<file path="src/htm_pkg.sv">
// Shared types and constants of the terrain mesher.
// No dependencies; every other file but the macro header imports it.
`default_nettype none

package htm_pkg;

  localparam int CFG_IW = 3;
  localparam int CFG_DW = 17;

  localparam logic [CFG_IW-1:0] CFG_GRID_SIZE      = 3'd0;
  localparam logic [CFG_IW-1:0] CFG_GRID_DELTA     = 3'd1;
  localparam logic [CFG_IW-1:0] CFG_EDGE_SCALE     = 3'd2;
  localparam logic [CFG_IW-1:0] CFG_INTERIOR_SCALE = 3'd3;

  localparam logic [8:0]  GRID_SIZE_RST      = 9'd64;
  localparam logic [15:0] GRID_DELTA_RST     = 16'd1024;
  localparam logic [15:0] EDGE_SCALE_RST     = 16'd4096;
  localparam logic [16:0] INTERIOR_SCALE_RST = 17'd2048;

  localparam logic [16:0] COORD_MAX = 17'h1FFFF;

  localparam int QDEPTH = 4;
  localparam int QAW    = 2;

  typedef enum logic [1:0] {
    KIND_CORNER,
    KIND_ROW0,
    KIND_COL0,
    KIND_INNER
  } cell_kind_t;

  typedef struct packed {
    cell_kind_t kind;
    logic       last;
  } cell_meta_t;

  typedef struct packed {
    logic [16:0]        v0_x;
    logic signed [31:0] v0_y;
    logic [16:0]        v0_z;
    logic [16:0]        v1_x;
    logic signed [31:0] v1_y;
    logic [16:0]        v1_z;
    logic [16:0]        v2_x;
    logic signed [31:0] v2_y;
    logic [16:0]        v2_z;
    logic               last_of_pair;
    logic               mesh_done;
  } tri_word_t;

endpackage

`default_nettype wire

</file>
<file path="src/htm_queue.sv">
// Short FIFO that decouples the front end from the height pipeline.
// Depends on htm_pkg for its depth.
`default_nettype none

module htm_queue import htm_pkg::*; #(
  parameter int W = 8
) (
  input  wire logic         clk,
  input  wire logic         rst,
  input  wire logic         push,
  input  wire logic [W-1:0] wdata,
  output logic              full,
  input  wire logic         pop,
  output logic [W-1:0]      rdata,
  output logic              valid
);

  logic [W-1:0]   slots [QDEPTH];
  logic [QAW-1:0] wptr, rptr;
  logic [QAW:0]   count;
  logic           do_push, do_pop;

  assign full    = (count == (QAW+1)'(QDEPTH));
  assign valid   = (count != '0);
  assign rdata   = slots[rptr];
  assign do_push = push && !full;
  assign do_pop  = pop && valid;

  always_ff @(posedge clk) begin
    if (rst) begin
      wptr  <= '0;
      rptr  <= '0;
      count <= '0;
    end else begin
      if (do_push) wptr <= wptr + QAW'(1);
      if (do_pop) rptr <= rptr + QAW'(1);
      if (do_push && !do_pop) count <= count + (QAW+1)'(1);
      else if (do_pop && !do_push) count <= count - (QAW+1)'(1);
    end
  end

  always_ff @(posedge clk) begin
    if (do_push) slots[wptr] <= wdata;
  end

endmodule

`default_nettype wire

</file>
<file path="config.mk">
export PLATFORM = sky130hd
export DESIGN_NAME = htm_queue
export DESIGN_NICKNAME = d
export VERILOG_FILES = /design/src/htm_pkg.sv /design/src/htm_queue.sv
export SDC_FILE = /design/constraint.sdc
export NUM_CORES = 1
export LEC_CHECK = 0
export ABC_CLOCK_PERIOD_IN_PS = 2630
export BUFFER_PORTS_ARGS = -buffer_cell sky130_fd_sc_hd__buf_2
export CAP_MARGIN = 20
export CELL_PAD_IN_SITES_DETAIL_PLACEMENT = 0
export CELL_PAD_IN_SITES_GLOBAL_PLACEMENT = 2
export CORE_UTILIZATION = 40
export CTS_CLUSTER_DIAMETER = 120
export DETAILED_ROUTE_END_ITERATION = 8
export MAX_ROUTING_LAYER = met4
export PLACE_DENSITY_LB_ADDON = 0.12
export RECOVER_POWER = 25
export SKIP_LAST_GASP = 1
export SYNTH_ARGS = -nofsm -noshare
export SYNTH_HDL_FRONTEND = slang
export SYNTH_SLANG_ARGS = --single-unit
export TNS_END_PERCENT = 10
</file>
<file path="constraint.sdc">
create_clock -name clk -period 2.63 [get_ports clk]
set_input_delay 0.789 -clock clk [delete_from_list [all_inputs] [get_ports clk]]
set_output_delay 0.789 -clock clk [all_outputs]
set_load 0.02 [all_outputs]
</file>
==> metrics, run 1 <==
Root Buffer clkbuf_8; core area about 3800 um^2; Clock Skew 0.00320 ns; Initial Utilization 43.0%; met1 wire length 1020 um; Critical Path Sink Type primary output; Final Hold Vio Count 0; postcts setup bufs 0; Clock Latency Late Sink 0.29 ns; number of synthesized register bits 41; unrepaired setup endpoints after global routing false; PnR worst setup slack 0.338 ns; most frequent cells in the layout edfxtp_1 (32), buf_2 (16), dfxtp_1 (9), mux4_2 (8); Port Buffer Count 21; CP Max Fanout 8; hold_buf cts 0; Worst Tran Pin Value 0.432 ns; average cell area after synthesis 18.0 um^2; chip width 65.7 um; setup violators final 0; Max clock buf depth 2; total of max-cap violations 0; Post-Syn Area ~1600 um^2; commonest non-fill, non-tap cell in the layout edfxtp_1; initial antenna violation count 0; Comb power frac 27.6%; ANT nets after route 0; clock-pin slew on the worst setup and hold paths 0.07 ns; Non-Filler Cell Area, Final about 1900 um^2; Final period util approximately 87%; Placer Congestion 0.733; antenna cells 0; vias in the first global route 874; Via density 4.92; GRT Util Overall 13.7%; via count between 800 and 900; CTS tree yes; critical path required time 1.84 ns; sequential-to-total area share from yosys stat 70.4%; placed inst area around 1800 um^2; row count 22; VDD IR max 0.396 mV; H-tree level count 2; Synth Instances 90; Die Y ~66 um; syn_nets 108; largest net degree at the start of global routing 14; hold_ws 0.511 ns; Setup Crit Path Kind reg2out; Worst setup SP type register; met2 WL ~1200 um; Die Area 4310 um^2; worst min path class reg2reg; synthesis warning total 0; Int Pwr roughly 0.0013 W; placed cell count roughly 160; Flop pwr share a little under half; Synth cell types 20; Fin Setup TNS 0 ns; Final Slew Violations 0; CTS Buf Count 5; Non-Filler Instances 166; met3 WL 118 um; Post-Route WL ~2400 um; status complete, no violations; clock power share between 20% and 30%; first-pass GRT wire length slightly below 4000 um; DR iter-0 viols 30; layout net count 135; min Tclk post-route 2.29 ns; Power Dens Cells slightly below 1000 nW/um^2; # IOs 22; Area Overhead vs Synth 16.7%; placed wire-length estimate roughly 1700 um; Max Clock Freq 436 MHz; share of cells above drive strength 1 30.5%; LEAKAGE approximately 0.68 nW; Switching Power 0.000544 W; DRT Pass-1 Iters 4; Switching Fraction 29.4%; Worst EP arrival 1.50 ns; CTS Sinks 41; GRT Residual Overflow 0; drt drc 0; Post-Place Setup Slack 0.279 ns; DR top layer met4; Rel. slew slack between 70% and 80%; CTS resizes 0; Routed WL per cell 14.5 um
[layer usage]
layer  GRT usage, %  vias up
li1               -      391
met1           13.4      398
met2           23.6       22
met3           3.30        5
met4           9.78        0
met5              -        -
[power groups by stage]
| stage | Combinational, W | Clock (W) | Sequential (W) |
|---|---|---|---|
| after floorplan | 0.000390 | 0 | 0.000843 |
| after global placement | 0.000513 | 0 | 0.000863 |
| after detailed placement | 0.000517 | 0 | 0.000866 |
| after CTS | 0.000522 | 0.000502 | 0.000852 |
| after global routing | 0.000562 | 0.000527 | 0.000865 |
| final | 0.000510 | 0.000487 | 0.000851 |
[area by class of cell]
class,count,area (um^2)
flip-flops and latches,41,1140
clock buffers,5,68.8
well taps,48,60.1
clock inverters,3,41.3
inverters,4,15.0
multi-input cells,42,453
fillers,326,1880
repair buffers,23,114
[cell usage after synthesis]
library cell  count  area share, %
edfxtp_1         32             59
dfxtp_1           9             11
mux4_2            8             11
ha_1              5            3.9
nor2_1            5            1.2
and2_1            4            1.5
inv_1             4           0.93
xor2_1            4            2.2
or3_1             3            1.2
a21oi_1           2           0.62
clkbuf_1          2           0.46
mux2i_1           2            1.2
nand2b_1          2           0.77
o21ai_0           2           0.62
buf_2             1           0.31
fa_1              1            1.2
nor2_2            1           0.39
nor3b_2           1           0.77
o311ai_1          1           0.54
o31ai_2           1           0.77
[critical path: stages, from the launching register on]
cell	delay, ns
dfxtp_1	0.31
buf_4	0.20
mux4_2	0.53
buf_2	0.17
[sequential cells by signal, indices dropped and copies added (netlist names), named ones only]
name   cells
slots     32
count      3
rptr       2
wptr       2
[stage by stage]
step / utilization [%] / total power, W
after global placement: 47.4 / 0.00138
after detailed placement: 47.4 / 0.00138
final: 50.2 / 0.00185
after global routing: 50.2 / 0.00195
after CTS: 50.4 / 0.00188
after floorplan: - / 0.00123
[worst paths after layout]
path,from,end,slack [ns],cells past startpoint
worst max-delay path,register,rdata[4],0.34,3
worst min-delay path,wptr[1]$_SDFFE_PP0P_,wptr[1]$_SDFFE_PP0P_,0.51,2
worst max register to register,count[1]$_SDFFE_PP0P_,count[2]$_SDFFE_PP0P_,0.56,7
worst min register to register,wptr[1]$_SDFFE_PP0P_,wptr[1]$_SDFFE_PP0P_,0.51,2
[kinds of logic after synthesis]
family	Yosys count	synth area share [%]
compound gates	6	2.55
xor+xnor	4	2.16
fa+ha+maj	6	5.09
buf+inv	7	1.70
flops	41	70.4
mux	10	12.3
simple gates	16	5.79
(Power assumes the default switching activity.)
==> run 2, diff against run 1 <==
--- a/constraint.sdc
+++ b/constraint.sdc
@@ -3,2 +3,2 @@
 set_output_delay 0.789 -clock clk [all_outputs]
-set_load 0.02 [all_outputs]
+set_load 0.1 [all_outputs]
==> metrics, run 2 (same netlist as run 1, synthesis figures left out) <==
Rel. slew slack about two thirds; row count 22; H-tree level count 2; Port Buffer Count 21; total of max-cap violations 0; WP buf/inv 2; antenna cells 0; ANT nets after route 0; Initial Utilization a little over two fifths; setup violators final 0; CTS resizes 0; r2r setup slk 0.51 ns; largest net degree at the start of global routing 13; most frequent cells in the layout edfxtp_1 (32), buf_2 (15), dfxtp_1 (9), mux4_2 (8), clkbuf_1 (6); DR iter-0 viols 29; via count approximately 800; Max Clock Freq 415 MHz; Worst Tran Pin Value 0.486 ns; vias in the first global route 774; worst path cell trace buf_4 -> mux4_2 -> buf_2; CP max stage cell mux4_2; Root Buffer clkbuf_8; Setup Crit Path Kind reg2out; Critical Path Sink Type primary output; DR top layer met4; CTS Buf Count 5; Via density 4.78; layout net count between 100 and 150; worst hold start wptr[1]$_SDFFE_PP0P_; Biggest register slots; Clock Skew between 0.005 and 0.006 ns; Worst setup SP type register; crit-path max cell delay about 0.52 ns; commonest non-fill, non-tap cell in the layout edfxtp_1; critical path required time 1.84 ns; core area roughly 3800 um^2; Clock Latency Late Sink 0.28 ns; Final Hold Vio Count 0; Die Area between 4000 and 5000 um^2; FF-to-FF End count[2]$_SDFFE_PP0P_; CP Max Fanout 8; number of flip-flops in the largest register 32; CTS Sinks 41; first-pass GRT wire length 3690 um; GRT Residual Overflow 0; met3 WL between 90 and 100 um; largest delay contributor family on the critical path multiplexers; Area Overhead vs Synth 14.8%; biggest regs slots (32), count (3); worst min path class reg2reg; drt drc 0; Final Slew Violations 0; Fin Setup TNS 0 ns; worst hold stages 2; Placer Congestion 0.681; worst r2r src count[0]$_SDFFE_PP0P_; # IOs 22; postcts setup bufs 0; Die Y 65.7 um; placed wire-length estimate around 1700 um; Post-Route WL 2320 um; CTS tree yes; status complete, no violations; DRT Pass-1 Iters 4; Worst R2R Path Depth 8; met2 WL 1170 um; met1 wire length 1030 um; Routed WL per cell 14.0 um; Hold Path End wptr[1]$_SDFFE_PP0P_; Worst EP arrival 1.62 ns; clock-pin slew on the worst setup and hold paths 0.07 ns; unrepaired setup endpoints after global routing false; initial antenna violation count 0; Final period util 91.5%; Max clock buf depth 2; min Tclk post-route between 2 and 2.5 ns; GRT Util Overall 12.7%; share of cells above drive strength 1 28.2%; chip width 65.7 um; hold_buf cts 0
run 2: cell types whose count changed in the layout (fill, tap and decap cells not counted):
cell and delta:
buf_2 -1, buf_4 -1, bufinv_16 -1, clkbuf_1 +1, clkinv_1 +1, clkinv_2 +1
clkinvlp_4 -1, nor3b_2 -1, nor3b_4 +1
run 2: cell type report:
class / count / area (um^2)
inverter: 4 / 15.0
clock buffer: 5 / 68.8
sequential: 41 / 1140
multi-input combinational: 42 / 459
tap: 48 / 60.1
clock inverter: 3 / 12.5
fill: 337 / 1910
timing repair buffer: 22 / 105
run 2: stage by stage:
step                      hold WS, ns  cell area [um^2]  worst slack (ns)  utilization [%]  std cells
after detailed placement        0.510              1790             0.184             47.4        157
after CTS                       0.522              1870             0.189             49.6        165
after global placement          0.510              1790             0.231             47.4        157
final                           0.515              1860             0.223             49.4        165
after floorplan                 0.482              1630             0.154                -         90
after global routing            0.548              1860             0.124             49.4        165
run 2: worst register-to-register path, stage by stage (launching register included):
cell	delay, ns
dfxtp_1	0.51
nor3b_4	0.09
nor2_2	0.21
ha_1	0.22
inv_1	0.06
fa_1	0.37
xor2_1	0.16
or3_1	0.30
a21oi_1	0.14
run 2: worst max path at each step:
stage | startpoint | endpoint | depth (start not counted)
after floorplan | count[1]$_SDFFE_PP0P_ | count[2]$_SDFFE_PP0P_ | 8
after global placement | push | count[2]$_SDFFE_PP0P_ | 9
after detailed placement | push | count[2]$_SDFFE_PP0P_ | 9
after CTS | register | rdata[1] | 3
after global routing | register | rdata[1] | 3
final | register | rdata[1] | 3
run 2: per-layer routing:
| metal | global-route usage [%] | vias up |
|---|---|---|
| li1 | - | 391 |
| met1 | 15.0 | 378 |
| met2 | 19.6 | 18 |
| met3 | 4.69 | 2 |
| met4 | 4.89 | 0 |
| met5 | - | - |
Power of run 2 is not shown: default switching activity piles up to over one toggle a cycle in this logic, so the estimate is an artifact.
==> run 3, diff against run 2 <==
- CORE_UTILIZATION: 40 -> 30
==> metrics, run 3 (same netlist as run 1, synthesis figures left out) <==
Area Overhead vs Synth 18.1%; Final Hold Vio Count 0; Routed WL per cell 14.3 um; VDD IR max 0.536 mV; status complete, no violations; Post-Route WL between 2000 and 3000 um; Critical Path Sink Type primary output; Final period util 92.5%; Worst Tran Pin Value 0.485 ns; number of flip-flops in the largest register 32; first-pass GRT wire length 4140 um; ANT nets after route 0; Die Area 5700 um^2; vias in the first global route 821; Rel. slew slack 67.9%; DR iter-0 viols 59; critical path required time between 1.5 and 2 ns; Placer Congestion 0.718; final core occ between 30% and 40%; Via density 4.31; Biggest register slots; Setup Crit Path Kind reg2out; initial antenna violation count 0; Port Buffer Count 21; Max Clock Freq 411 MHz; most frequent cells in the layout edfxtp_1 (32), buf_2 (15), dfxtp_1 (9), mux4_2 (8), clkbuf_1 (7); Root Buffer clkbuf_8; antenna cells 0; H-tree level count 2; via count 806; placed wire-length estimate 1790 um; CP Max Fanout 8; commonest non-fill, non-tap cell in the layout edfxtp_1; DRT Pass-1 Iters 4; Final Slew Violations 0; CTS resizes 0; chip width 75.5 um; setup violators final 0; Die Y 75.5 um; Max clock buf depth 2; GRT Util Overall 11.2%; layout net count about 130; GRT Residual Overflow 0; core area roughly 5200 um^2; CTS tree yes; CTS Sinks 41; unrepaired setup endpoints after global routing false; Power Dens Cells 1190 nW/um^2; share of cells above drive strength 1 28.2%; # IOs 22; Worst setup SP type register; biggest regs slots (32), count (3); min Tclk post-route roughly 2.4 ns; Clock Skew ~0.0036 ns; CTS Buf Count 5; worst min path class reg2reg; hold_buf cts 0; Worst EP arrival ~1.6 ns; Clock Latency Late Sink 0.28 ns; total of max-cap violations 0; clock-pin slew on the worst setup and hold paths ~0.070 ns; hold_ws 0.537 ns; drt drc 0; postcts setup bufs 0; row count 26; Initial Utilization 31.3%; LEAKAGE 0.672 nW; Fin Setup TNS 0 ns; largest net degree at the start of global routing 13
## run 3: cell types whose count changed in the layout (fill, tap and decap cells not counted)
cell       previous run  this run
clkinv_1              2         1
bufinv_16             0         1
clkbuf_1              6         7
clkinv_2              1         0
## run 3: where the power goes
part           internal [W]  switching (W)
sequential         0.000789      0.0000659
clock              0.000280       0.000201
combinational      0.000234       0.000715
## run 3: final cells by class
cell class | count | area (um^2)
tap | 70 | 87.6
multi-input combinational | 42 | 459
inverter | 4 | 15.0
timing repair buffer | 22 | 105
fill | 499 | 3260
clock buffer | 6 | 72.6
clock inverter | 2 | 33.8
sequential | 41 | 1140
## run 3: worst paths after layout
kind	cells after the start	slack [ns]	startpoint	endpoint
hold reg to reg	2	0.54	rptr[1]$_SDFFE_PP0P_	rptr[1]$_SDFFE_PP0P_
hold / removal	2	0.54	rptr[1]$_SDFFE_PP0P_	rptr[1]$_SDFFE_PP0P_
setup / recovery	3	0.20	register	rdata[5]
setup reg to reg	8	0.46	count[0]$_SDFFE_PP0P_	count[2]$_SDFFE_PP0P_
## run 3: routing by layer
metal / vias to the layer above / wire length [um] / global-route usage, %
met1: 389 / 1140 / 12.6
li1: 393 / - / -
met4: 0 / 51 / 5.56
met2: 19 / 1340 / 17.8
met3: 5 / 140 / 3.84
met5: - / 0 / -
## run 3: worst max-delay path, cell delays in order, from the launching register on
cell	delay, ns
dfxtp_1	0.31
buf_4	0.21
mux4_2	0.53
buf_2	0.31
## run 3: metrics by stage
| stage | std cells | cell area, um^2 | worst slack [ns] | total power, W |
|---|---|---|---|---|
| finish | 187 | 1910 | 0.197 | 0.00229 |
| global route | 187 | 1910 | 0.126 | 0.00240 |
| CTS | 187 | 1920 | 0.161 | 0.00232 |
| floorplan | 90 | 1630 | 0.154 | 0.00168 |
| global placement | 179 | 1820 | 0.223 | 0.00182 |
| detailed placement | 179 | 1820 | 0.135 | 0.00183 |
