`src/htm_pkg.sv`:
```
// Shared types and constants of the terrain mesher.
// No dependencies; every other file but the macro header imports it.
`default_nettype none

package htm_pkg;

  localparam int CFG_IW = 3;
  localparam int CFG_DW = 17;

  localparam logic [CFG_IW-1:0] CFG_GRID_SIZE      = 3'd0;
  localparam logic [CFG_IW-1:0] CFG_GRID_DELTA     = 3'd1;
  localparam logic [CFG_IW-1:0] CFG_EDGE_SCALE     = 3'd2;
  localparam logic [CFG_IW-1:0] CFG_INTERIOR_SCALE = 3'd3;

  localparam logic [8:0]  GRID_SIZE_RST      = 9'd64;
  localparam logic [15:0] GRID_DELTA_RST     = 16'd1024;
  localparam logic [15:0] EDGE_SCALE_RST     = 16'd4096;
  localparam logic [16:0] INTERIOR_SCALE_RST = 17'd2048;

  localparam logic [16:0] COORD_MAX = 17'h1FFFF;

  localparam int QDEPTH = 4;
  localparam int QAW    = 2;

  typedef enum logic [1:0] {
    KIND_CORNER,
    KIND_ROW0,
    KIND_COL0,
    KIND_INNER
  } cell_kind_t;

  typedef struct packed {
    cell_kind_t kind;
    logic       last;
  } cell_meta_t;

  typedef struct packed {
    logic [16:0]        v0_x;
    logic signed [31:0] v0_y;
    logic [16:0]        v0_z;
    logic [16:0]        v1_x;
    logic signed [31:0] v1_y;
    logic [16:0]        v1_z;
    logic [16:0]        v2_x;
    logic signed [31:0] v2_y;
    logic [16:0]        v2_z;
    logic               last_of_pair;
    logic               mesh_done;
  } tri_word_t;

endpackage

`default_nettype wire

```
`src/htm_front.sv`:
```
// Front end: takes noise words, tracks the raster position and classifies each cell.
// Depends on htm_pkg.
`default_nettype none

module htm_front import htm_pkg::*; #(
  parameter int MAX_GRID = 256,
  localparam int IW = $clog2(MAX_GRID)
) (
  input  wire logic               clk,
  input  wire logic               rst,
  input  wire logic [8:0]         grid_size,
  input  wire logic               in_valid,
  input  wire logic signed [15:0] noise_sample,
  output logic                    in_stall,
  input  wire logic               q_full,
  output logic                    push,
  output logic [IW-1:0]           push_r,
  output logic [IW-1:0]           push_c,
  output logic signed [15:0]      push_noise,
  output cell_meta_t              push_meta
);

  localparam int SW = (IW + 1 > 9) ? IW + 1 : 9;
  localparam logic [SW-1:0] MAXN = SW'(MAX_GRID);

  logic [IW-1:0] row, col, row_next, col_next;
  logic [SW-1:0] gs, n, c1, r1, r_w, cn, rn;

  assign in_stall   = q_full;
  assign push       = in_valid && !q_full;
  assign push_noise = noise_sample;

  always_comb begin
    gs = SW'(grid_size);
    if (gs < SW'(2)) n = SW'(2);
    else if (gs > MAXN) n = MAXN;
    else n = gs;

    // A shrunken grid can leave the stored position outside; wrap it first.
    if (SW'(col) >= n) begin
      c1 = '0;
      r1 = SW'(row) + SW'(1);
    end else begin
      c1 = SW'(col);
      r1 = SW'(row);
    end
    r_w = (r1 >= n) ? '0 : r1;

    cn = c1 + SW'(1);
    rn = r_w + SW'(1);
    if (cn >= n) begin
      col_next = '0;
      row_next = (rn >= n) ? '0 : rn[IW-1:0];
    end else begin
      col_next = cn[IW-1:0];
      row_next = r_w[IW-1:0];
    end

    push_r = r_w[IW-1:0];
    push_c = c1[IW-1:0];
    if (r_w == '0 && c1 == '0) push_meta.kind = KIND_CORNER;
    else if (r_w == '0) push_meta.kind = KIND_ROW0;
    else if (c1 == '0) push_meta.kind = KIND_COL0;
    else push_meta.kind = KIND_INNER;
    push_meta.last = (r_w == n - SW'(1)) && (c1 == n - SW'(1));
  end

  always_ff @(posedge clk) begin
    if (rst) begin
      row <= '0;
      col <= '0;
    end else if (push) begin
      row <= row_next;
      col <= col_next;
    end
  end

endmodule

`default_nettype wire

```
`config.mk`:
```
export PLATFORM = sky130hd
export DESIGN_NAME = htm_front
export DESIGN_NICKNAME = d
export VERILOG_FILES = /design/src/htm_pkg.sv /design/src/htm_front.sv
export SDC_FILE = /design/constraint.sdc
export NUM_CORES = 1
export LEC_CHECK = 0
export ABC_AREA = 0
export BUFFER_PORTS_ARGS = -buffer_cell sky130_fd_sc_hd__buf_2
export CORE_MARGIN = 4
export CORE_UTILIZATION = 55
export DETAILED_ROUTE_END_ITERATION = 10
export PLACE_DENSITY = 0.88
export SYNTH_ARGS = -nofsm -noshare
export SYNTH_HDL_FRONTEND = slang
export SYNTH_SLANG_ARGS = --single-unit
```
`constraint.sdc`:
```
create_clock -name clk -period 16.7 [get_ports clk]
set_input_delay 0.835 -clock clk [delete_from_list [all_inputs] [get_ports clk]]
set_output_delay 0.835 -clock clk [all_outputs]
set_load 0.1 [all_outputs]
```
==> metrics list, run 1 <==
* Initial core utilization: 0.585
* H-tree level count: 1
* Gate Count Post-Synth: about 370
- Horizontal die dimension: around 80 um
* Hold Path Cell Cnt: 2
* Ratio of final minimum period to clock period: 0.489
* Cells taking the most area after synthesis: sky130_fd_sc_hd__ha_1 18%, sky130_fd_sc_hd__dfxtp_1 11%, sky130_fd_sc_hd__buf_4 5.0%, sky130_fd_sc_hd__nor2_1 4.3%, sky130_fd_sc_hd__xnor2_1 4.0%
- For this run, the register share of the synthesized area comes to 0.112.
- Largest clock skew in the final design: 4.74 ps
- The via count of the first global-routing pass came to 2,737.
- Of the cells placed in the final design, the portion with a size suffix greater than 1 is 0.164.
- For hold timing, the worst endpoint is col[0]$_SDFFE_PP0P_.
- Required time reported for the critical path endpoint: 15,870 ps
- The first detailed-routing pass took 5 iterations.
* Detailed router's first-iteration violation count: approximately 320
- In this run the static leakage power is roughly 1.4 nW.
- The mapped netlist covers roughly 2900 sq um.
- Post-place setup slack: about 8600 ps
* Number of gates resized after CTS: 0
- Measured along the y axis, the die boundary spans about 80 um.
- The compound-cell area share of the yosys netlist was 0.237.
- Entering global routing, the biggest net connects 20 pins.
* Routed via count: 2,874
* Share of the synthesized area in the top cell type: 0.180
* Cell Pwr Density: around 50 nW/um^2
- Worst VDD drop: about 0.056 mV
- Dividing the detail-routed via count by the number of cells gives 6.55.
- R2r worst-path depth: 23
- Compared with the post-synthesis result, the final layout area differs by 2.54%.
- Among all flip-flop cells after synthesis, the most frequent one is sky130_fd_sc_hd__dfxtp_1.
* IO Pins: between 60 and 70
- The worst register-to-register path ends at row[6]$_SDFFE_PP0P_.
* Number of warnings printed during yosys synthesis: 0
- The worst pin sits at a relative slew slack of 0.292.
* Number of slew-limit violations in the final report: 0
- Adding up every negative setup slack in the final design gives 0 ps.
- The average instance in the mapped netlist occupies roughly 7.8 sq um.
- Of the total synthesized cell area, the portion taken by XOR and XNOR cells is 0.0762.
* Placed inst area: about 2900 sq um
- Clock-pin slew was measured on the worst setup and hold paths at 60 ps.
* Net count after synthesis: 438
- Origin of the critical flop-to-flop path: col[3]$_SDFFE_PP0P_
* Post-route design area: between 2000 and 3000 sq um
- The startpoint identified for the worst hold timing path is col[0]$_SDFFE_PP0P_.
- The later pin in the worst-skew pair is clocked with a latency of about 250 ps.
- Port buffering added 33 buffers.
* CP Capture Type: primary output
* Detailed-route DRC error count: 0
- TritonCTS clock tree: done
- After detailed routing, the average wire length per cell comes to between 15 and 20 um.
- Kind of path behind the tightest hold check: flop to flop
- Setup violations remaining at the end of the flow were counted as 0.
* Simple-gate area share of the yosys netlist: 0.269
- Clock tree synthesis selected as its root buffer the cell sky130_fd_sc_hd__clkbuf_8.
* Maximum fanout encountered on the critical timing path: 16
- At the pin with the least slew margin, the transition time is 1050 ps.
- Data arrives at the worst endpoint at about 7300 ps.
- Post-synthesis mux area share: 0.0175
- Setup ws final: between 8000 and 9000 ps
* Number of enable-type register cells in the synthesized netlist: 0
* Fraction of registers with async set or reset after synthesis: 0
* Unrepaired setup endpoints after global routing: false
* GRT Overall Usage: 0.271
* Total wire length: between 8000 and 9000 um
- By startpoint and endpoint, the worst setup path is classified as input port to primary output.
- Core region area: approximately 4900 sq um
- # rows: 25
- Number of nets at the end of the flow: around 440
* TritonCTS buffer count: 3
- Library cell occupying the most area in the post-synthesis netlist: sky130_fd_sc_hd__ha_1
* Adder-cell share of the synthesized area: 0.180
- In this run the register-to-register setup slack is 10,000 ps.
* Clock buffer depth: 2
* RD Place Congestion: between 0.9 and 1
- The number of antenna violations at the first check in global routing is 0.
- Unique cell type count in the Yosys netlist: slightly above 70
- Worst hold slack across all endpoints: around 530 ps
- The repair_antennas step left the layout with diodes totalling 0.
* Start point of the critical path: grid_size[2]
- The number of setup buffers added after CTS is 0.
- The worst setup path is launched from an input port.
* Maximum clock frequency: 123 MHz
* Largest family of logic cells by synthesized area: simple AND/OR/NAND/NOR gates
- For this design, the CTS-stage hold fixing added 0 buffers.
* Max Cap Violations: 0
- Once detail routing completed, the nets flagged for antenna violations numbered 0.
* Sinks on Clock Net: 16
* Total half-perimeter wirelength after legalization and detailed placement: between 6000 and 7000 um
- The first global-routing pass estimated about 14,000 um of wire.
* Area enclosed by the die boundary: around 6400 sq um
* Result of the run: complete, no violations
- After global routing the overflow that remains totals 0.
* Tmin final: roughly 8200 ps
- FF+latch count, synth: 16
* Hold violation count in the final report: 0
[metrics by stage]
| stage | util | power (mW) | instances |
|---|---|---|---|
| after floorplan | - | 0.118 | 368 |
| after global placement | 0.592 | 0.114 | 436 |
| after detailed placement | 0.592 | 0.115 | 436 |
| after CTS | 0.600 | 0.143 | 439 |
| after global routing | 0.600 | 0.152 | 439 |
| final | 0.600 | 0.144 | 439 |
[cell usage in the layout, fill, tap and decap left out, types with 3 or more instances in the layout]
cell type / synthesis / final
sky130_fd_sc_hd__o21a_1: 4 / 4
sky130_fd_sc_hd__a21oi_1: 17 / 17
sky130_fd_sc_hd__and3_1: 3 / 3
sky130_fd_sc_hd__nor3_1: 14 / 14
sky130_fd_sc_hd__o211ai_1: 4 / 4
sky130_fd_sc_hd__inv_1: 22 / 22
sky130_fd_sc_hd__nor2_1: 33 / 33
sky130_fd_sc_hd__nor4_1: 3 / 3
sky130_fd_sc_hd__a221oi_1: 3 / 3
sky130_fd_sc_hd__nand2_1: 29 / 29
sky130_fd_sc_hd__clkbuf_8: 2 / 3
sky130_fd_sc_hd__nand4_1: 8 / 8
sky130_fd_sc_hd__nand3_1: 11 / 11
sky130_fd_sc_hd__a22oi_1: 3 / 3
sky130_fd_sc_hd__xor2_1: 5 / 5
sky130_fd_sc_hd__ha_1: 41 / 41
sky130_fd_sc_hd__a21o_1: 7 / 7
sky130_fd_sc_hd__or4_1: 4 / 4
sky130_fd_sc_hd__dfxtp_1: 16 / 16
sky130_fd_sc_hd__and2_1: 4 / 4
sky130_fd_sc_hd__or2_2: 3 / 3
sky130_fd_sc_hd__o21ai_0: 16 / 16
sky130_fd_sc_hd__nand2b_1: 7 / 7
sky130_fd_sc_hd__buf_2: 0 / 33
sky130_fd_sc_hd__xnor2_1: 13 / 13
sky130_fd_sc_hd__a211oi_1: 9 / 9
sky130_fd_sc_hd__mux2i_1: 5 / 5
[synthesized netlist by cell type, drive strengths merged, types with 4 or more instances]
cell	count
o211ai	4
a21oi	18
a211oi	10
nand2b	7
and2	5
nor4	4
or4	4
nand3	11
a21o	7
clkbuf	11
mux2i	5
and3	5
o21a	4
dfxtp	16
xor2	6
o21ai	18
buf	19
nor3	15
inv	23
nand4	9
ha	41
xnor2	15
nor2	34
nand2	31
[sequential cells by signal (all words and copies together), names as in the netlist]
register	flops
col	8
row	8
[where the power goes]
part	internal, mW	switching, mW	total, mW
sequential	0.0394	0.00277	0.0422
combinational	0.0213	0.0520	0.0733
clock	0.0160	0.0128	0.0288
total	0.0767	0.0675	0.144
[area by class of cell]
class	count	area, sq um
Multi-Input combinational cell	297	2230
Timing Repair Buffer	33	165
Fill cell	474	1950
Tap cell	67	83.8
Inverter	23	86.3
Clock buffer	3	41.3
Sequential cell	16	320
[critical path, stage by stage]
cell                       delay (ps)
sky130_fd_sc_hd__buf_2            130
sky130_fd_sc_hd__nor4_1           550
sky130_fd_sc_hd__nand2_1          180
sky130_fd_sc_hd__o21ai_0          300
sky130_fd_sc_hd__inv_1            160
sky130_fd_sc_hd__ha_1             200
sky130_fd_sc_hd__and2b_1          200
sky130_fd_sc_hd__o21ai_2           80
sky130_fd_sc_hd__a211oi_4         490
sky130_fd_sc_hd__nor2_2           270
sky130_fd_sc_hd__nor4b_1          500
sky130_fd_sc_hd__ha_1             340
sky130_fd_sc_hd__a21o_1           210
sky130_fd_sc_hd__o41ai_2          940
sky130_fd_sc_hd__nand2_1          420
sky130_fd_sc_hd__xnor2_1          410
sky130_fd_sc_hd__mux2i_1          130
sky130_fd_sc_hd__nor4_1           300
sky130_fd_sc_hd__o311a_1          240
sky130_fd_sc_hd__buf_2            420
[metal layers]
metal	vias to the layer above	wire [um]	GRT usage
met2	176	3670	0.427
met3	27	869	0.0135
li1	1347	-	-
met5	-	0	0
met1	1324	3700	0.394
met4	0	203	0.0845
[cell families after synthesis]
kind of cell             count (synthesis)
AO/OA/AOI/OAI                           90
XOR/XNOR                                21
adder cells (fa/ha/maj)                 41
buffers and inverters                   55
flip-flops                              16
multiplexers                             5
AND/OR/NAND/NOR                        140
[worst max-delay path by stage]
stage / to / cells past startpoint
floorplan: row[6]$_SDFFE_PP0P_ / 28
global placement: row[6]$_SDFFE_PP0P_ / 25
detailed placement: row[6]$_SDFFE_PP0P_ / 26
CTS: push_meta[0] / 20
global route: row[6]$_SDFFE_PP0P_ / 26
finish: push_meta[0] / 20
(Power assumes the default switching activity.)
==> inputs of run 2 (changes only) <==
clock period = 7.9 ns   (was 16.7 ns; I/O delays follow)
==> run 2 against run 1 <==
Compared with the run above: non-clock buffer count rose by 5; power rose by 120%; hold slack got worse by 20 ps; critical path depth rose by 7; cell count rose by 1.4%; register-to-register slack got worse by 8400 ps; clock skew rose by 1.0 ps; first-iteration DRC count fell by 11%; final area rose by 2.1%; core utilization rose by 1.3 points; clock power rose to 2.5 times the previous value; via count fell by 0.77%; critical path type is now input port to flop; largest power group unchanged; highest routed layer unchanged.
==> metrics list, run 2 (synthesis results as in run 1) <==
- # rows: 25 (unchanged)
* TritonCTS buffer count: 3 (unchanged)
- The post-route DRC violation count was 0 (unchanged).
- CP peak stage delay: 580 ps (-360 ps)
* Relative slew slack: 0.457 (+0.165)
- Subtracting the final worst setup slack from the clock period gives 7200 ps.
* IO Pins: 66 (unchanged)
- Total half-perimeter wirelength after legalization and detailed placement: 6630 um (-0.40%)
- Clock buffer depth: 2 (unchanged)
- Post-CTS setup repair buffer count: 0 (unchanged)
- The library cells used most frequently in the layout, excluding fill and tap cells, are 41 x sky130_fd_sc_hd__ha_1, 33 x sky130_fd_sc_hd__nor2_1, 33 x sky130_fd_sc_hd__buf_2.
* Worst path slowest cell: sky130_fd_sc_hd__o41ai_4
- The largest registers in the layout are col: 8 flops, row: 8 flops.
- Overall power of the completed layout: 320 uW (+120%)
- Total wire length: 8420 um (-0.27%)
* Skew-Pair Late Insertion Delay: 250 ps (about the same)
* Detailed router's first-iteration violation count: 281 (-11%)
- Kind of path behind the tightest hold check: input port to flop
- Maximum clock frequency: approximately 140 MHz
- First-pass GRT wire length: 13,600 um (about the same)
- The share of layout cells above drive strength 1 came to 0.177 (+0.0133).
- The floorplan core area is 4880 sq um (unchanged).
* Input/output buffers: 33 (unchanged)
- Via count of the first global-routing pass: 2,761 (+0.88%)
- Number of nets at the end of the flow: 449 (+1.1%)
- Drt first pass iters: 5 (unchanged)
- Routed length per instance: 18.9 um (-1.6%)
- The final worst clock skew was 5.78 ps (+1.04 ps).
- Number of slew-limit violations in the final report: 0 (unchanged)
- The worst endpoint data arrival time was 7350 ps (+20 ps).
- The transition time at the pin with the least slew margin came to 814 ps (-236 ps).
- H-tree level count: 1 (unchanged)
* Worst VDD drop: 0.131 mV (+130%)
- Final setup viols: 0 (unchanged)
* TritonCTS clock tree: done
- Remaining global-route overflow: 0 (unchanged)
- Horizontal die dimension: 80.1 um (unchanged)
- Dividing the final minimum period by the clock period gives 0.911.
- Initial core utilization: 0.585 (unchanged)
- Relative to the synthesized area, the layout overhead comes to 4.73%.
* Routed via count: 2,852 (-0.77%)
* Routed Antenna Nets: 0 (unchanged)
* Setup TNS: 0 ps (unchanged)
- STA classifies the critical path endpoint as a flop.
- The count of max-cap constraint violations came to 0 (unchanged).
- The floorplan die area was 6410 sq um (unchanged).
- Result of the run: complete, no violations
- Clock-pin transition on the worst setup and hold timing paths: 60 ps (about the same)
- Most common cell after layout, fill and taps aside: sky130_fd_sc_hd__ha_1
- RD Place Congestion: 1.11 (+11%)
* Leakage: 1.44 nW (+2.5%)
- The data required time of the worst path was 8050 ps (-7820 ps).
- The count of clock tree sinks is 16 (unchanged).
* GRT Overall Usage: 0.271 (about the same)
- The root buffer cell chosen for the clock tree is sky130_fd_sc_hd__clkbuf_8.
- Cell Pwr Density: 107 nW/um^2 (+120%)
* Unrepaired setup endpoints after global routing: false
* Critical path start-end classification: input port to flop
* Startpoint class of the critical path: input port
- Antenna cells: 0 (unchanged)
* Drt via density: 6.41 (-2.1%)
- The maximum number of pins on one net before global-route repair was 20 (unchanged).
- The number of antenna violations at the first check in global routing came to 0 (unchanged).
- The number of endpoints with negative hold slack in the final report came to 0 (unchanged).
- The final hold slack is 506 ps (-20.0 ps).
- The die boundary height was 80.1 um (unchanged).
* Maximum fanout encountered on the critical timing path: 11 (-5)
==> run 2: cell types whose count changed in the layout (fill, tap and decap cells not counted) <==
cell / before / now
sky130_fd_sc_hd__buf_4: 0 / 5
sky130_fd_sc_hd__clkbuf_8: 3 / 4
sky130_fd_sc_hd__o41ai_2: 1 / 0
sky130_fd_sc_hd__o41ai_4: 0 / 1
==> run 2: power by group <==
group	leakage (nW)	internal (mW)	switching, mW
Combinational	1.28	0.0477	0.110
Sequential	0.130	0.0833	0.00593
Clock	0.0288	0.0443	0.0280
Total	1.44	0.175	0.144
==> run 2: layer usage <==
metal | wire length [um] | track usage | share of wire
met2 | 3660 | 0.423 | 0.43
met5 | 0 | 0 | 0
met1 | 3770 | 0.374 | 0.45
met4 | 246 | 0.115 | 0.029
met3 | 738 | 0.0325 | 0.088
==> run 2: through the flow <==
step / cell area (sq um) / worst slack, ps / utilization / instances
after floorplan: 2860 / 264 / - / 368
after global placement: 2930 / 609 / 0.599 / 441
after detailed placement: 2930 / 332 / 0.599 / 441
after CTS: 2980 / 565 / 0.611 / 445
after global routing: 2990 / 126 / 0.613 / 445
final: 2990 / 703 / 0.613 / 445
==> run 2: final timing paths <==
| kind | depth (start not counted) | startpoint | to | slack, ps |
|---|---|---|---|---|
| min reg2reg | 2 | col[0]$_SDFFE_PP0P_ | col[0]$_SDFFE_PP0P_ | 550 |
| min | 2 | rst | col[4]$_SDFFE_PP0P_ | 510 |
| max reg2reg | 21 | col[6]$_SDFFE_PP0P_ | row[6]$_SDFFE_PP0P_ | 1600 |
| max | 27 | grid_size[5] | row[6]$_SDFFE_PP0P_ | 700 |
==> run 2: what timing repair did <==
action                                  in CTS  in global routing
resized for setup                            0                  1
hold buffers                                 0                  0
endpoints found under the setup margin       0                  1
==> run 2: critical path, delay by kind of cell <==
| family | cells | cell delay (ps) |
|---|---|---|
| multiplexers | 1 | 300 |
| buffers and inverters | 2 | 200 |
| AO/OA/AOI/OAI | 10 | 2890 |
| adder cells (fa/ha/maj) | 3 | 1000 |
| AND/OR/NAND/NOR | 11 | 2560 |
==> run 2: layout make-up <==
| cell class | count | area (sq um) |
|---|---|---|
| Clock buffer | 4 | 55.1 |
| Timing Repair Buffer | 38 | 203 |
| Inverter | 23 | 86.3 |
| Sequential cell | 16 | 320 |
| Tap cell | 67 | 83.8 |
| Fill cell | 460 | 1890 |
| Multi-Input combinational cell | 297 | 2240 |
==> inputs of run 3 (changes only) <==
CORE_UTILIZATION = 40   (was 55)
PLACE_DENSITY = 0.69   (was 0.88)
RECOVER_POWER = 25   (was unset)
==> run 3 against run 2 <==
Compared with the run above: cell count grew 6.3%; flip-flop and latch count unchanged; combinational power hardly changed; hold slack better by 5.9 ps; register-to-register slack got worse by 30 ps; clock-buffer cell count fell by 1; routed wire length shrank 0.95%; critical endpoint unchanged; highest routed layer unchanged.
==> metrics list, run 3 (synthesis results as in run 1) <==
* Result of the run: complete, no violations
- The post-route DRC violation count is 0 (unchanged).
- On the critical path, the stage with the largest delay is an instance of sky130_fd_sc_hd__nor4_1.
- CP Capture Type: flop
- Cell Pwr Density: 102 nW/um^2 (-4.8%)
* Placed inst area: 2960 sq um (+1.2%)
- Post-route design area: 3010 sq um (+0.75%)
- Required time reported for the critical path endpoint: 8060 ps (about the same)
- Worst VDD drop: 0.141 mV (+7.9%)
- Storage element area: 320 sq um (unchanged)
- IO Pins: 66 (unchanged)
- The worst hold path belongs to the class input port to flop.
- The floorplan die area is 8560 sq um (+33%).
- The first-pass iteration count of the detailed router is 4 (-1).
- The combined area of the multi-input logic cells was 2240 sq um (unchanged).
* Switch Pwr: 142 uW (-1.7%)
- The count of buffer and inverter cells on the critical path is 3 (+1).
* Top flop regs: col: 8 flops, row: 8 flops
- Clock buffer depth: 2 (unchanged)
- Final setup viols: 0 (unchanged)
* Layout cell share with drive strength beyond 1: 0.175 (-0.00218)
- In the layout the commonest cells are 41 x sky130_fd_sc_hd__ha_1, 33 x sky130_fd_sc_hd__nor2_1, 33 x sky130_fd_sc_hd__buf_2.
- The share of total power consumed by net switching is 0.463 (+0.0112).
- Combinational group share of total power: 0.516 (+0.021)
* H-tree level count: 1 (unchanged)
- TritonCTS clock tree: done
- Input/output buffers: 33 (unchanged)
- The summed negative setup slack over all endpoints is 0 ps (unchanged).
- Via count of the first global-routing pass: 2,634 (-4.6%)
- The achievable clock frequency is 137 MHz (-1.1%).
- The worst endpoint data arrival time came to 7440 ps (+90 ps).
- CTS Root Buffer Type: sky130_fd_sc_hd__clkbuf_8
- Post-CTS setup repair buffer count: 0 (unchanged)
- The count of vias placed by the detailed router was 2,812 (-1.4%).
- The aggregate routed wire length came to 8340 um (-0.95%).
* Remaining global-route overflow: 0 (unchanged)
- The wire length of the first global-routing pass is 13,600 um (-0.45%).
- The remaining antenna violation count was 0 (unchanged).
* Tmin final: 7280 ps (+79.4 ps)
- Routed length per instance: 17.6 um (-6.8%)
* Filler Cell Count: 711 (+55%)
* Hold violation count in the final report: 0 (unchanged)
* Flop pwr share: 0.289 (+0.010)
- Setup repair after global routing left no endpoint under its margin.
* Relative slew slack: 0.373 (-0.0845)
- The highest net fanout along the worst path was 16 (+5).
* Number of antenna violations at the first check in global routing: 0 (unchanged)
- The share of power burned in the clock network is 0.194 (-0.032).
- The HPWL after detailed placement was 6840 um (+3.1%).
- CP peak stage delay: 550 ps (-30 ps)
- Number of nets at the end of the flow: 449 (unchanged)
- The final worst-path setup slack was 624 ps (-79.4 ps).
* Largest net degree at the start of global routing: 20 (unchanged)
- The number of DRC violations after detailed-routing iteration 0 was 234 (-17%).
* Leakage: 1.43 nW (-0.48%)
- The die boundary width came to 92.5 um (+16%).
- Cts hold-fix bufs: 0 (unchanged)
* Clock-pin transition on the worst setup and hold timing paths: 60 ps (about the same)
- Initial core utilization: 0.416 (-0.170)
- Antenna cells: 0 (unchanged)
* Largest clock skew in the final design: 1.72 ps (-4.06 ps)
* Ratio of final minimum period to clock period: 0.921 (+0.0100)
- Number of slew-limit violations in the final report: 0 (unchanged)
- Critical path start-end classification: input port to flop
- STA classifies the critical path startpoint as an input port.
- The count of clock tree sinks came to 16 (unchanged).
* TritonCTS buffer count: 3 (unchanged)
- Kind of cell adding the most delay to the critical path: simple AND/OR/NAND/NOR gates
- GRT Overall Usage: 0.197 (-0.0745)
* Area grow syn2layout: 5.52%
- Max Cap Violations: 0 (unchanged)
- Transition at the pin with the smallest max-transition slack: 917 ps (+103 ps)
- Post-place setup slack: 403 ps (+71.2 ps)
- Core region area: 6870 sq um (+41%)
* Placed cell count: 470 (+6.6%)
- The die boundary height is 92.5 um (+16%).
- RD Place Congestion: 0.897 (-19%)
- The internal power came to 165 uW (-6.1%).
- The library cell used most frequently in the layout, excluding fill and tap cells, is sky130_fd_sc_hd__ha_1.
- The via count normalized by instance count came to 5.95 (-7.2%).
- Most frequent CP cell: sky130_fd_sc_hd__ha_1
- Final Non-Filler Cells: 473 (+6.3%)
- The number of cell rows is 30 (+20%).
- Skew-Pair Late Insertion Delay: 250 ps (about the same)
-- run 3: changes by cell type in the layout (fill, tap and decap cells not counted), sizes merged --
cell    delta
clkbuf     -1
-- run 3: power by group through the flow --
stage               sequential (mW)  combinational, mW  clock, mW
finish                       0.0886              0.158     0.0596
global route                 0.0891              0.172     0.0653
detailed placement           0.0902              0.155          0
CTS                          0.0884              0.156     0.0614
global placement             0.0902              0.154          0
floorplan                    0.0881              0.161          0
-- run 3: worst paths after layout --
check | startpoint | end | slack [ps] | cells past startpoint
worst min register to register | col[0]$_SDFFE_PP0P_ | col[0]$_SDFFE_PP0P_ | 520 | 2
worst max-delay path | grid_size[5] | row[6]$_SDFFE_PP0P_ | 620 | 27
worst min-delay path | rst | col[5]$_SDFFE_PP0P_ | 510 | 2
worst max register to register | col[3]$_SDFFE_PP0P_ | row[6]$_SDFFE_PP0P_ | 1570 | 22
-- run 3: cell type report --
cell class              count  area share
repair buffers             38      0.0672
well taps                  96      0.0399
multi-input cells         297       0.744
flip-flops and latches     16       0.106
clock buffers               3      0.0137
inverters                  23      0.0286
-- run 3: timing repair --
action | in CTS | in global routing
endpoints found under the setup margin | 0 | 2
resized for setup | 0 | 1
endpoints found under the hold margin | 0 | 0
-- run 3: stage by stage --
step                      hold WS [ps]  power, mW  utilization
final                              512      0.306        0.439
after global routing               532      0.326        0.439
after CTS                          506      0.305        0.437
after detailed placement           509      0.245        0.431
after global placement             500      0.244        0.431
after floorplan                    467      0.249            -
-- run 3: worst register-to-register path, stage by stage, from the launching register on --
cell	delay [ps]
sky130_fd_sc_hd__dfxtp_1	530
sky130_fd_sc_hd__ha_1	240
sky130_fd_sc_hd__a211o_1	170
sky130_fd_sc_hd__a31oi_4	60
sky130_fd_sc_hd__a211oi_4	470
sky130_fd_sc_hd__nor2_2	240
sky130_fd_sc_hd__nor4b_1	540
sky130_fd_sc_hd__ha_1	350
sky130_fd_sc_hd__a21o_1	230
sky130_fd_sc_hd__o41a_1	440
sky130_fd_sc_hd__buf_4	180
sky130_fd_sc_hd__nor2_1	300
sky130_fd_sc_hd__ha_1	350
sky130_fd_sc_hd__a21oi_1	110
sky130_fd_sc_hd__or2_2	310
sky130_fd_sc_hd__ha_1	180
sky130_fd_sc_hd__a21o_1	160
sky130_fd_sc_hd__a211oi_1	230
sky130_fd_sc_hd__o21ai_0	120
sky130_fd_sc_hd__a21oi_1	270
sky130_fd_sc_hd__nand2_1	160
sky130_fd_sc_hd__or3_1	350
sky130_fd_sc_hd__o32ai_1	270
-- run 3: metal layers --
layer / routed length (um) / GRT usage / share of wire / vias to the layer above
li1: - / - / - / 1360
met1: 3930 / 0.281 / 0.47 / 1314
met2: 3580 / 0.305 / 0.43 / 125
met3: 686 / 0.0227 / 0.082 / 13
met4: 142 / 0.0644 / 0.017 / 0
met5: 0 / 0 / 0 / -
